$ cat src/rtl/core/sensor_timestamp_unit_assert.svh
// Assertion macros of the sensor timestamp unit, used by stu_ctrl.
`ifndef SENSOR_TIMESTAMP_UNIT_ASSERT_SVH
`define SENSOR_TIMESTAMP_UNIT_ASSERT_SVH

// Same-cycle implication, checked on clk while rst_n is high.
`define STU_ASSERT_IMP(label, ante, cons) \
  label: assert property (@(posedge clk) disable iff (!rst_n) (ante) |-> (cons)) \
    else $error("stu assertion failed");

// Next-cycle implication, checked on clk while rst_n is high.
`define STU_ASSERT_NXT(label, ante, cons) \
  label: assert property (@(posedge clk) disable iff (!rst_n) (ante) |=> (cons)) \
    else $error("stu assertion failed");

// Invariant, checked on clk while rst_n is high.
`define STU_ASSERT_ALW(label, expr) \
  label: assert property (@(posedge clk) disable iff (!rst_n) (expr)) \
    else $error("stu assertion failed");

`endif

$ cat src/rtl/core/stu_pkg.sv
// Shared types, codes and calendar helpers of the sensor timestamp unit.
package stu_pkg;

  localparam int IN_TDATA_W  = 152;
  localparam int OUT_TDATA_W = 64;

  localparam logic [1:0] MODE_HOST = 2'd0;
  localparam logic [1:0] MODE_UTC  = 2'd1;
  localparam logic [1:0] MODE_TICK = 2'd2;

  localparam logic [1:0] SRC_HOST  = 2'd0;
  localparam logic [1:0] SRC_UTC   = 2'd1;
  localparam logic [1:0] SRC_FIRST = 2'd2;
  localparam logic [1:0] SRC_ACC   = 2'd3;

  localparam logic REG_TIME_MODE     = 1'b0;
  localparam logic REG_TICK_ROLLOVER = 1'b1;

  localparam logic [62:0] STAMP_MAX = {63{1'b1}};

  typedef struct packed {
    logic       load_in;
    logic       date;
    logic       secs;
    logic       mul_lo;
    logic       mul_hi;
    logic       tk_first;
    logic       tk_diff;
    logic       tk_mul;
    logic       tk_acc;
    logic       load_out;
    logic [1:0] src;
  } cmd_t;

  typedef struct packed {
    logic [1:0] mode;
    logic       has_utc;
    logic       has_ticks;
    logic       awaiting;
  } status_t;

  // floor(x / 25) for x up to 1124
  function automatic logic [5:0] div25(input logic [10:0] x);
    logic [21:0] p;
    p = {11'b0, x} * 22'd1311;
    return p[20:15];
  endfunction

  // day of the March-based year on which the raw month starts
  function automatic logic [8:0] month_base(input logic [3:0] mon);
    logic [8:0] b;
    case (mon)
      4'd0:    b = 9'd275;
      4'd1:    b = 9'd306;
      4'd2:    b = 9'd337;
      4'd3:    b = 9'd0;
      4'd4:    b = 9'd31;
      4'd5:    b = 9'd61;
      4'd6:    b = 9'd92;
      4'd7:    b = 9'd122;
      4'd8:    b = 9'd153;
      4'd9:    b = 9'd184;
      4'd10:   b = 9'd214;
      4'd11:   b = 9'd245;
      4'd12:   b = 9'd275;
      4'd13:   b = 9'd306;
      4'd14:   b = 9'd337;
      default: b = 9'd0;
    endcase
    return b;
  endfunction

  // offset that turns the raw year into the shifted, non-negative year
  function automatic logic [8:0] year_bias(input logic [3:0] mon);
    logic [8:0] b;
    if (mon <= 4'd2) begin
      b = 9'd399;
    end else if (mon == 4'd15) begin
      b = 9'd401;
    end else begin
      b = 9'd400;
    end
    return b;
  endfunction

endpackage

$ cat src/rtl/core/stu_ctrl.sv
// Sequencing state machine of the sensor timestamp unit.
`include "sensor_timestamp_unit_assert.svh"

module stu_ctrl (
  input  logic             clk,
  input  logic             rst_n,
  input  logic             in_tvalid,
  output logic             in_tready,
  output logic             out_tvalid,
  input  logic             out_tready,
  input  stu_pkg::status_t status,
  output stu_pkg::cmd_t    cmd
);
  import stu_pkg::*;

  localparam logic [3:0] S_IDLE   = 4'd0;
  localparam logic [3:0] S_DISP   = 4'd1;
  localparam logic [3:0] S_DATE   = 4'd2;
  localparam logic [3:0] S_SECS   = 4'd3;
  localparam logic [3:0] S_MLO    = 4'd4;
  localparam logic [3:0] S_MHI    = 4'd5;
  localparam logic [3:0] S_TFIRST = 4'd6;
  localparam logic [3:0] S_TDIFF  = 4'd7;
  localparam logic [3:0] S_TMUL   = 4'd8;
  localparam logic [3:0] S_TACC   = 4'd9;
  localparam logic [3:0] S_FIN    = 4'd10;

  logic [3:0] state_r, state_nxt;
  logic [1:0] src_r, src_nxt;
  logic       out_valid_r, out_valid_nxt;
  logic [8:0] step_cmd;

  assign in_tready  = rst_n && (state_r == S_IDLE);
  assign out_tvalid = out_valid_r;

  always_comb begin
    state_nxt     = state_r;
    src_nxt       = src_r;
    out_valid_nxt = out_valid_r && !out_tready;
    cmd           = '0;
    cmd.src       = src_r;
    unique case (state_r)
      S_IDLE: begin
        if (in_tvalid) begin
          cmd.load_in = 1'b1;
          state_nxt   = S_DISP;
        end
      end
      S_DISP: begin
        if (status.mode == MODE_UTC && status.has_utc) begin
          src_nxt   = SRC_UTC;
          state_nxt = S_DATE;
        end else if (status.mode == MODE_TICK && status.has_ticks) begin
          if (status.awaiting) begin
            src_nxt   = SRC_FIRST;
            state_nxt = S_TFIRST;
          end else begin
            src_nxt   = SRC_ACC;
            state_nxt = S_TDIFF;
          end
        end else begin
          src_nxt   = SRC_HOST;
          state_nxt = S_FIN;
        end
      end
      S_DATE: begin
        cmd.date  = 1'b1;
        state_nxt = S_SECS;
      end
      S_SECS: begin
        cmd.secs  = 1'b1;
        state_nxt = S_MLO;
      end
      S_MLO: begin
        cmd.mul_lo = 1'b1;
        state_nxt  = S_MHI;
      end
      S_MHI: begin
        cmd.mul_hi = 1'b1;
        state_nxt  = S_FIN;
      end
      S_TFIRST: begin
        cmd.tk_first = 1'b1;
        state_nxt    = S_FIN;
      end
      S_TDIFF: begin
        cmd.tk_diff = 1'b1;
        state_nxt   = S_TMUL;
      end
      S_TMUL: begin
        cmd.tk_mul = 1'b1;
        state_nxt  = S_TACC;
      end
      S_TACC: begin
        cmd.tk_acc = 1'b1;
        state_nxt  = S_FIN;
      end
      S_FIN: begin
        if (!out_valid_r || out_tready) begin
          cmd.load_out  = 1'b1;
          out_valid_nxt = 1'b1;
          state_nxt     = S_IDLE;
        end
      end
      default: begin
        state_nxt = S_IDLE;
      end
    endcase
  end

  always_ff @(posedge clk) begin
    if (!rst_n) begin
      state_r     <= S_IDLE;
      src_r       <= SRC_HOST;
      out_valid_r <= 1'b0;
    end else begin
      state_r     <= state_nxt;
      src_r       <= src_nxt;
      out_valid_r <= out_valid_nxt;
    end
  end

  assign step_cmd = {cmd.date, cmd.secs, cmd.mul_lo, cmd.mul_hi, cmd.tk_first, cmd.tk_diff,
                     cmd.tk_mul, cmd.tk_acc, cmd.load_out};

  `STU_ASSERT_IMP(a_load_free, cmd.load_out, (!out_valid_r || out_tready))
  `STU_ASSERT_NXT(a_accept_disp, (in_tvalid && in_tready), (state_r == S_DISP))
  `STU_ASSERT_NXT(a_lo_then_hi, cmd.mul_lo, cmd.mul_hi)
  `STU_ASSERT_IMP(a_utc_src, (state_r == S_MLO), (src_r == SRC_UTC))
  `STU_ASSERT_ALW(a_cmd_excl, $onehot0(step_cmd))

endmodule

$ cat src/rtl/core/stu_dp.sv
// Datapath of the sensor timestamp unit: registers, calendar and tick arithmetic.
module stu_dp (
  input  logic                             clk,
  input  logic                             rst_n,
  input  logic                             cfg_valid,
  input  logic                             cfg_index,
  input  logic [31:0]                      cfg_data,
  input  logic [stu_pkg::IN_TDATA_W-1:0]   in_tdata,
  input  logic [1:0]                       in_tuser,
  input  stu_pkg::cmd_t                    cmd,
  output stu_pkg::status_t                 status,
  output logic [stu_pkg::OUT_TDATA_W-1:0]  out_tdata,
  output logic [1:0]                       out_tuser
);
  import stu_pkg::*;

  localparam logic signed [22:0] DAY_BIAS = 23'sd865566;
  localparam logic signed [40:0] SECS_HI  = 41'sd9223372030;
  localparam logic signed [40:0] SECS_LO  = -41'sd10;
  localparam logic signed [63:0] TEN_SEC  = 64'sd10000000000;

  // configuration and persistent state
  logic [1:0]  mode_r;
  logic [31:0] roll_r;
  logic [62:0] acc_r;
  logic [31:0] prev_r;
  logic        await_r;

  // request fields
  logic        has_utc_r, has_ticks_r;
  logic [11:0] year_r;
  logic [3:0]  mon_r;
  logic [4:0]  day_r;
  logic [4:0]  hour_r;
  logic [5:0]  min_r;
  logic [5:0]  sec_r;
  logic [13:0] tenth_r;
  logic [31:0] ticks_r;
  logic [62:0] host_r;

  // working registers
  logic signed [22:0] days_r;
  logic [16:0]        tod_r;
  logic [30:0]        frac_r;
  logic               sat_hi_r, sat_lo_r;
  logic [33:0]        off_r;
  logic signed [63:0] utc_acc_r;
  logic signed [33:0] diff_r;
  logic signed [51:0] delta_r;
  logic [62:0]        out_stamp_r;
  logic [1:0]         out_src_r;

  logic [12:0]        yy;
  logic [10:0]        q;
  logic [21:0]        yy365;
  logic [5:0]         d25a, d25b;
  logic signed [22:0] days_c;
  logic [16:0]        tod_c;
  logic [30:0]        frac_c;
  logic signed [40:0] secs_c;
  logic [46:0]        lo_prod, hi_prod;
  logic [62:0]        utc_stamp;
  logic signed [33:0] diff_c;
  logic signed [64:0] sum_c;
  logic [62:0]        acc_c;

  assign status.mode      = mode_r;
  assign status.has_utc   = has_utc_r;
  assign status.has_ticks = has_ticks_r;
  assign status.awaiting  = await_r;

  // calendar to day count, seconds of day and sub-second nanoseconds
  always_comb begin
    yy     = {1'b0, year_r} + {4'b0, year_bias(mon_r)};
    q      = yy[12:2];
    yy365  = {9'b0, yy} * 22'd365;
    d25a   = div25(q);
    d25b   = div25({2'b0, q[10:2]});
    days_c = $signed({1'b0, yy365}) + $signed({12'b0, q}) - $signed({17'b0, d25a})
           + $signed({17'b0, d25b}) + $signed({14'b0, month_base(mon_r)})
           + $signed({18'b0, day_r}) - DAY_BIAS;
    tod_c  = {12'b0, hour_r} * 17'd3600 + {11'b0, min_r} * 17'd60 + {11'b0, sec_r};
    frac_c = {17'b0, tenth_r} * 31'd100000;
  end

  assign secs_c  = $signed({{18{days_r[22]}}, days_r}) * 41'sd86400
                 + $signed({24'b0, tod_r});
  assign lo_prod = {30'b0, off_r[16:0]} * 47'd1000000000;
  assign hi_prod = {30'b0, off_r[33:17]} * 47'd1000000000;

  always_comb begin
    if (sat_hi_r) begin
      utc_stamp = STAMP_MAX;
    end else if (sat_lo_r || utc_acc_r[63]) begin
      utc_stamp = '0;
    end else begin
      utc_stamp = utc_acc_r[62:0];
    end
  end

  // tick difference with wrap correction
  always_comb begin
    diff_c = $signed({2'b0, ticks_r}) - $signed({2'b0, prev_r});
    if (diff_c < -$signed({3'b0, roll_r[31:1]})) begin
      diff_c = diff_c + $signed({2'b0, roll_r});
    end
  end

  // saturating accumulate
  always_comb begin
    sum_c = $signed({2'b0, acc_r}) + $signed({{13{delta_r[51]}}, delta_r});
    if (sum_c[64]) begin
      acc_c = '0;
    end else if (sum_c[63]) begin
      acc_c = STAMP_MAX;
    end else begin
      acc_c = sum_c[62:0];
    end
  end

  always_ff @(posedge clk) begin
    if (!rst_n) begin
      mode_r  <= MODE_HOST;
      roll_r  <= 32'hFFFF_FFFF;
      acc_r   <= '0;
      prev_r  <= '0;
      await_r <= 1'b1;
    end else begin
      if (cfg_valid) begin
        unique case (cfg_index)
          REG_TIME_MODE:     mode_r <= cfg_data[1:0];
          REG_TICK_ROLLOVER: roll_r <= cfg_data;
          default:           mode_r <= mode_r;
        endcase
      end
      if (cmd.tk_first) begin
        acc_r   <= host_r;
        prev_r  <= ticks_r;
        await_r <= 1'b0;
      end
      if (cmd.tk_acc) begin
        acc_r  <= acc_c;
        prev_r <= ticks_r;
      end
    end
  end

  always_ff @(posedge clk) begin
    if (cmd.load_in) begin
      has_utc_r   <= in_tuser[0];
      has_ticks_r <= in_tuser[1];
      year_r      <= in_tdata[11:0];
      mon_r       <= in_tdata[15:12];
      day_r       <= in_tdata[20:16];
      hour_r      <= in_tdata[25:21];
      min_r       <= in_tdata[31:26];
      sec_r       <= in_tdata[37:32];
      tenth_r     <= in_tdata[51:38];
      ticks_r     <= in_tdata[83:52];
      host_r      <= in_tdata[146:84];
    end
    if (cmd.date) begin
      days_r <= days_c;
      tod_r  <= tod_c;
      frac_r <= frac_c;
    end
    if (cmd.secs) begin
      sat_hi_r <= (secs_c > SECS_HI);
      sat_lo_r <= (secs_c < SECS_LO);
      off_r    <= secs_c[33:0] + 34'd10;
    end
    if (cmd.mul_lo) begin
      utc_acc_r <= $signed({17'b0, lo_prod}) + $signed({33'b0, frac_r}) - TEN_SEC;
    end
    if (cmd.mul_hi) begin
      utc_acc_r <= utc_acc_r + $signed({hi_prod[46:0], 17'b0});
    end
    if (cmd.tk_diff) begin
      diff_r <= diff_c;
    end
    if (cmd.tk_mul) begin
      delta_r <= $signed({{18{diff_r[33]}}, diff_r}) * 52'sd100000;
    end
    if (cmd.load_out) begin
      out_src_r <= cmd.src;
      case (cmd.src)
        SRC_HOST:  out_stamp_r <= host_r;
        SRC_UTC:   out_stamp_r <= utc_stamp;
        SRC_FIRST: out_stamp_r <= acc_r;
        default:   out_stamp_r <= acc_r;
      endcase
    end
  end

  assign out_tdata = {1'b0, out_stamp_r};
  assign out_tuser = out_src_r;

endmodule

$ cat src/rtl/core/sensor_timestamp_unit.sv
// Top level of the sensor timestamp unit: controller and datapath.
// After accept a request runs dispatch, then its mode's states, then the result load:
// host pass-through none, first tick latch TFIRST, tick accumulation TDIFF, TMUL, TACC, UTC
// DATE, SECS, MLO, MHI; after the load a new request is taken while a result waits.
// Synchronous active-low reset: host mode, full rollover, accumulator and tick count zero,
// next tick request latches host time; no clearing pass.
module sensor_timestamp_unit (
  input  logic                             clk,
  input  logic                             rst_n,
  input  logic                             cfg_valid,
  output logic                             cfg_ready,
  input  logic                             cfg_index,
  input  logic [31:0]                      cfg_data,
  input  logic                             in_tvalid,
  output logic                             in_tready,
  // utc_year, utc_month, utc_day, utc_hour, utc_minute, utc_second, utc_tenth_ms,
  // sample_ticks, host_time_ns, zero pad
  input  logic [stu_pkg::IN_TDATA_W-1:0]   in_tdata,
  // has_utc, has_ticks
  input  logic [1:0]                       in_tuser,
  output logic                             out_tvalid,
  input  logic                             out_tready,
  // stamp_ns, zero pad
  output logic [stu_pkg::OUT_TDATA_W-1:0]  out_tdata,
  // stamp_source
  output logic [1:0]                       out_tuser
);
  import stu_pkg::*;

  cmd_t    cmd;
  status_t status;

  assign cfg_ready = rst_n;

  stu_ctrl u_ctrl (
    .clk        (clk),
    .rst_n      (rst_n),
    .in_tvalid  (in_tvalid),
    .in_tready  (in_tready),
    .out_tvalid (out_tvalid),
    .out_tready (out_tready),
    .status     (status),
    .cmd        (cmd)
  );

  stu_dp u_dp (
    .clk       (clk),
    .rst_n     (rst_n),
    .cfg_valid (cfg_valid),
    .cfg_index (cfg_index),
    .cfg_data  (cfg_data),
    .in_tdata  (in_tdata),
    .in_tuser  (in_tuser),
    .cmd       (cmd),
    .status    (status),
    .out_tdata (out_tdata),
    .out_tuser (out_tuser)
  );

endmodule

$ cat config.mk
export PLATFORM = sky130hd
export DESIGN_NAME = sensor_timestamp_unit
export DESIGN_NICKNAME = d
export VERILOG_FILES = /design/src/rtl/core/stu_pkg.sv /design/src/rtl/core/stu_ctrl.sv /design/src/rtl/core/stu_dp.sv /design/src/rtl/core/sensor_timestamp_unit.sv
export VERILOG_INCLUDE_DIRS = /design/src /design/src/rtl/core
export SDC_FILE = /design/constraint.sdc
export NUM_CORES = 2
export LEC_CHECK = 0
export ABC_AREA = 1
export BUFFER_PORTS_ARGS = -buffer_cell sky130_fd_sc_hd__buf_2
export CAP_MARGIN = 20
export CORE_MARGIN = 5
export CORE_UTILIZATION = 60
export DETAILED_ROUTE_END_ITERATION = 8
export PLACE_DENSITY = 0.75
export SETUP_SLACK_MARGIN = 0.5
export SLEW_MARGIN = 20
export SYNTH_ARGS = -nofsm -noshare
export SYNTH_HDL_FRONTEND = slang
export SYNTH_SLANG_ARGS = --single-unit
$ cat constraint.sdc
create_clock -name clk -period 15.7 [get_ports clk]
set_clock_uncertainty 0.2 [all_clocks]
set_input_delay 1.57 -clock clk [delete_from_list [all_inputs] [get_ports clk]]
set_output_delay 1.57 -clock clk [all_outputs]
set_load 0.02 [all_outputs]
==> reports/qor.log <==
[sta] final period demand of the worst path 13020 ps
[synthesis] area fraction of the dominant cell type after synthesis 0.192
[clock_network] clock transition at the registers of the reported paths 60 ps
[critical_path] number of gates on the worst path with buffers counted 59
[final_layout] fraction of layout cells with a size suffix above 1 0.0660
[sta] Slew Viols, Final 0
[synthesis] sequential-to-total area share from yosys stat 0.222
[floorplanning] Boundary Pins 261
[critical_path] crit-path leading delay family adder cells
[synthesis] largest cells by area after synthesis sky130_fd_sc_hd__ha_1, sky130_fd_sc_hd__edfxtp_1, sky130_fd_sc_hd__fa_1
[synthesis] ys async rst share 0
[critical_path] delay contributed by the slowest stage of the critical path 590 ps
[sta] final hold violations 0
[synthesis] average size of a mapped cell 8.31 um^2
[global_routing] vias in the first global route 61500
[global_routing] total congestion overflow 0
[outcome] status finished clean
[critical_path] Crit Path Class reg2reg
[critical_path] endpoint class of the critical path register
[critical_path] worst path buffer plus inverter count 13
[final_layout] Non-Filler Cell Area, Final 80700 um^2
[sta] portion of the clock cycle consumed by the worst path in the final layout 0.829
[synthesis] leading post-synthesis cells by instance count sky130_fd_sc_hd__inv_1, sky130_fd_sc_hd__nand2_1, sky130_fd_sc_hd__ha_1
[global_routing] initial antenna violation count 5
[clock_network] latest clock arrival within the worst-skew pair 680 ps
[sta] final sum of negative setup slack 0 ps
[synthesis] number of synthesis warnings 0
[clock_network] maximum root-to-sink buffer count 3
[routing] average wire per standard cell 19.0 um
[final_layout] post-synthesis to final-layout area growth 7.59%
[synthesis] Cell Area, Synth 75000 um^2
[floorplanning] core footprint 124000 um^2
[clock_network] Clock Tree Root sky130_fd_sc_hd__clkbuf_16
[routing] number of DRC markers after the initial detailed-route iteration 4024
[critical_path] worst r2r path cells 59
[critical_path] required time at the worst-slack endpoint 15910 ps
[synthesis] flip-flop and latch count after synthesis 602
[clock_network] number of gates resized after CTS 0
[critical_path] reg-to-reg critical path startpoint u_dp.mon_r[3]
[critical_path] crit-path max FO 9
[placed_design] Placement Setup Slack 2720 ps
[routing] final antenna-violating net count 0
[clock_network] Post-CTS Hold Buffers 0
[synthesis] most common cell in the synthesized netlist sky130_fd_sc_hd__inv_1
[routing] total number of vias 60600
[critical_path] setup slack of the most critical reg-to-reg path 2680 ps
[routing] DRC violation count after routing 0
[routing] final routed wirelength across all metal layers 209000 um
[placed_design] port bufs 254
[floorplanning] Die Height 364 um
[synthesis] Netlist cell types 67
[critical_path] WP data arrival 13230 ps
[critical_path] slowest library cell on the worst path sky130_fd_sc_hd__fa_1
[floorplanning] effective utilization at floorplan 0.605
[synthesis] primary flip-flop cell chosen by synthesis mapping sky130_fd_sc_hd__edfxtp_1
[floorplanning] die area 132000 um^2
[job] max-capacitance violation count 0
[global_routing] pin count of the biggest net entering global routing 94
[critical_path] destination of the critical timing path u_dp.days_r[20]
[critical_path] Crit path top cell by count sky130_fd_sc_hd__inv_1
[sta] maximum operating frequency 76.8 MHz
[floorplanning] # rows 129
[sta] measured slew at the worst slew-check pin 1190 ps
[routing] Via-to-Cell Ratio 5.51
[critical_path] first element of the critical path u_dp.mon_r[3]
[critical_path] Reg2Reg Capture Point u_dp.days_r[20]
[clock_network] Sink Count 602
[clock_network] H-Tree Level Count 3
[critical_path] Worst setup SP type register
[sta] final count of negative-setup-slack endpoints 0
[clock_network] Post-CTS Repair Setup Buffers 0
[sta] Max transition margin 0.207
[placed_design] detailed placer's ending HPWL 177000 um
[clock_network] clock tree from TritonCTS done
[placed_design] routability congestion estimate 0.946
[floorplanning] Die X-Extent 364 um
[synthesis] number of synthesized flops with an enable pin 456
[clock_network] cts bufs inserted 72
[sta] unrepaired setup endpoints after global routing false
[sta] final critical-path setup slack 2680 ps
[global_routing] total global-route track usage 0.317
[final_layout] Net count, final 11300
[min_path] Hold Crit Class reg2reg
[placed_design] DP Area 78300 um^2
[synthesis] Synth Net Count 11000
[synthesis] number of cells produced by synthesis 9026
[routing] drt first pass iters 6
[global_routing] global-route wire length before repair 329000 um
[synthesis] cell type with the highest aggregate area in the netlist sky130_fd_sc_hd__ha_1
[final_layout] FILL cells 10600
==> metal layers <==
| metal | track usage | vias up | routed length (um) |
|---|---|---|---|
| met5 | 0 | - | 0 |
| met2 | 0.534 | 1724 | 96700 |
| li1 | - | 29700 | - |
| met3 | 0.0539 | 323 | 13700 |
| met4 | 0.103 | 0 | 7470 |
| met1 | 0.419 | 28800 | 90600 |
==> per-stage QoR <==
stage / hold WS, ps / util / std cells
after global routing: 249 / 0.651 / 11000
final: 233 / 0.651 / 11000
after global placement: 207 / 0.632 / 10900
after detailed placement: 222 / 0.632 / 10900
after CTS: 236 / 0.651 / 11000
after floorplan: 200 / - / 9026
==> logic make-up (layout without fill, tap and decap cells) <==
logic type / Yosys count / count (layout) / synth area share
and+or+nand+nor: 3033 / 3033 / 0.172
buffers and inverters: 1931 / 2257 / 0.0970
adders and majority gates: 1813 / 1813 / 0.368
AOI/OAI and AO/OA: 1230 / 1230 / 0.0915
DFF: 602 / 602 / 0.222
xor gates and xnor gates: 414 / 414 / 0.0489
muxes: 2 / 2 / 0.000284
other: 1 / 5 / 0.0000500
==> cells in the final DEF (no fill, tap or decap), drive strengths merged, types with 4 or more instances in the layout <==
master	count
a211oi	7
a21boi	22
a21o	34
a21oi	537
a221oi	9
a31oi	50
and2	9
and3	6
buf	287
clkbuf	98
clkinv	23
dfxtp	146
diode	4
edfxtp	456
fa	660
ha	1153
inv	1843
nand2	1790
nand3	289
nand3b	8
nand4	140
nor2	687
nor3	62
nor4	24
o2111ai	4
o211ai	51
o21a	36
o21ai	420
o21bai	23
o221ai	11
o311ai	4
o31ai	11
or2	18
xnor2	140
xor2	274
==> final cells by class <==
class	count	area [um^2]	share of cell area
multi-input combinational	6493	51200	0.634
tap	1637	2050	0.0254
clock inverter	34	309	0.00383
clock buffer	98	2100	0.0260
timing repair buffer	287	1520	0.0189
inverter	1838	6910	0.0856
sequential	602	16600	0.206
antenna	4	10.0	0.000124
==> registers in the layout, indices dropped and copies added (netlist names), 14 cells and up, named ones only <==
signal            count
u_dp.acc_r           63
u_dp.days_r          23
u_dp.delta_r         47
u_dp.diff_r          34
u_dp.frac_r          26
u_dp.host_r          63
u_dp.off_r           34
u_dp.out_stamp_r     63
u_dp.prev_r          32
u_dp.roll_r          32
u_dp.tenth_r         14
u_dp.ticks_r         32
u_dp.tod_r           17
u_dp.utc_acc_r       59
==> worst min-delay path by stage <==
stage	cells after the start	slack, ps	from	to
2_1_floorplan	0	200	u_dp.sec_r[0]	u_dp.tod_r[0]
3_3_place_gp	0	210	u_dp.sec_r[1]	u_dp.tod_r[1]
3_5_place_dp	0	220	u_dp.sec_r[1]	u_dp.tod_r[1]
4_1_cts	0	240	u_dp.sec_r[1]	u_dp.tod_r[1]
5_1_grt	0	250	u_dp.sec_r[1]	u_dp.tod_r[1]
6_report	0	230	u_dp.sec_r[1]	u_dp.tod_r[1]
Power is not shown: default switching activity piles up to over one toggle a cycle in this logic, so the estimate is an artifact.
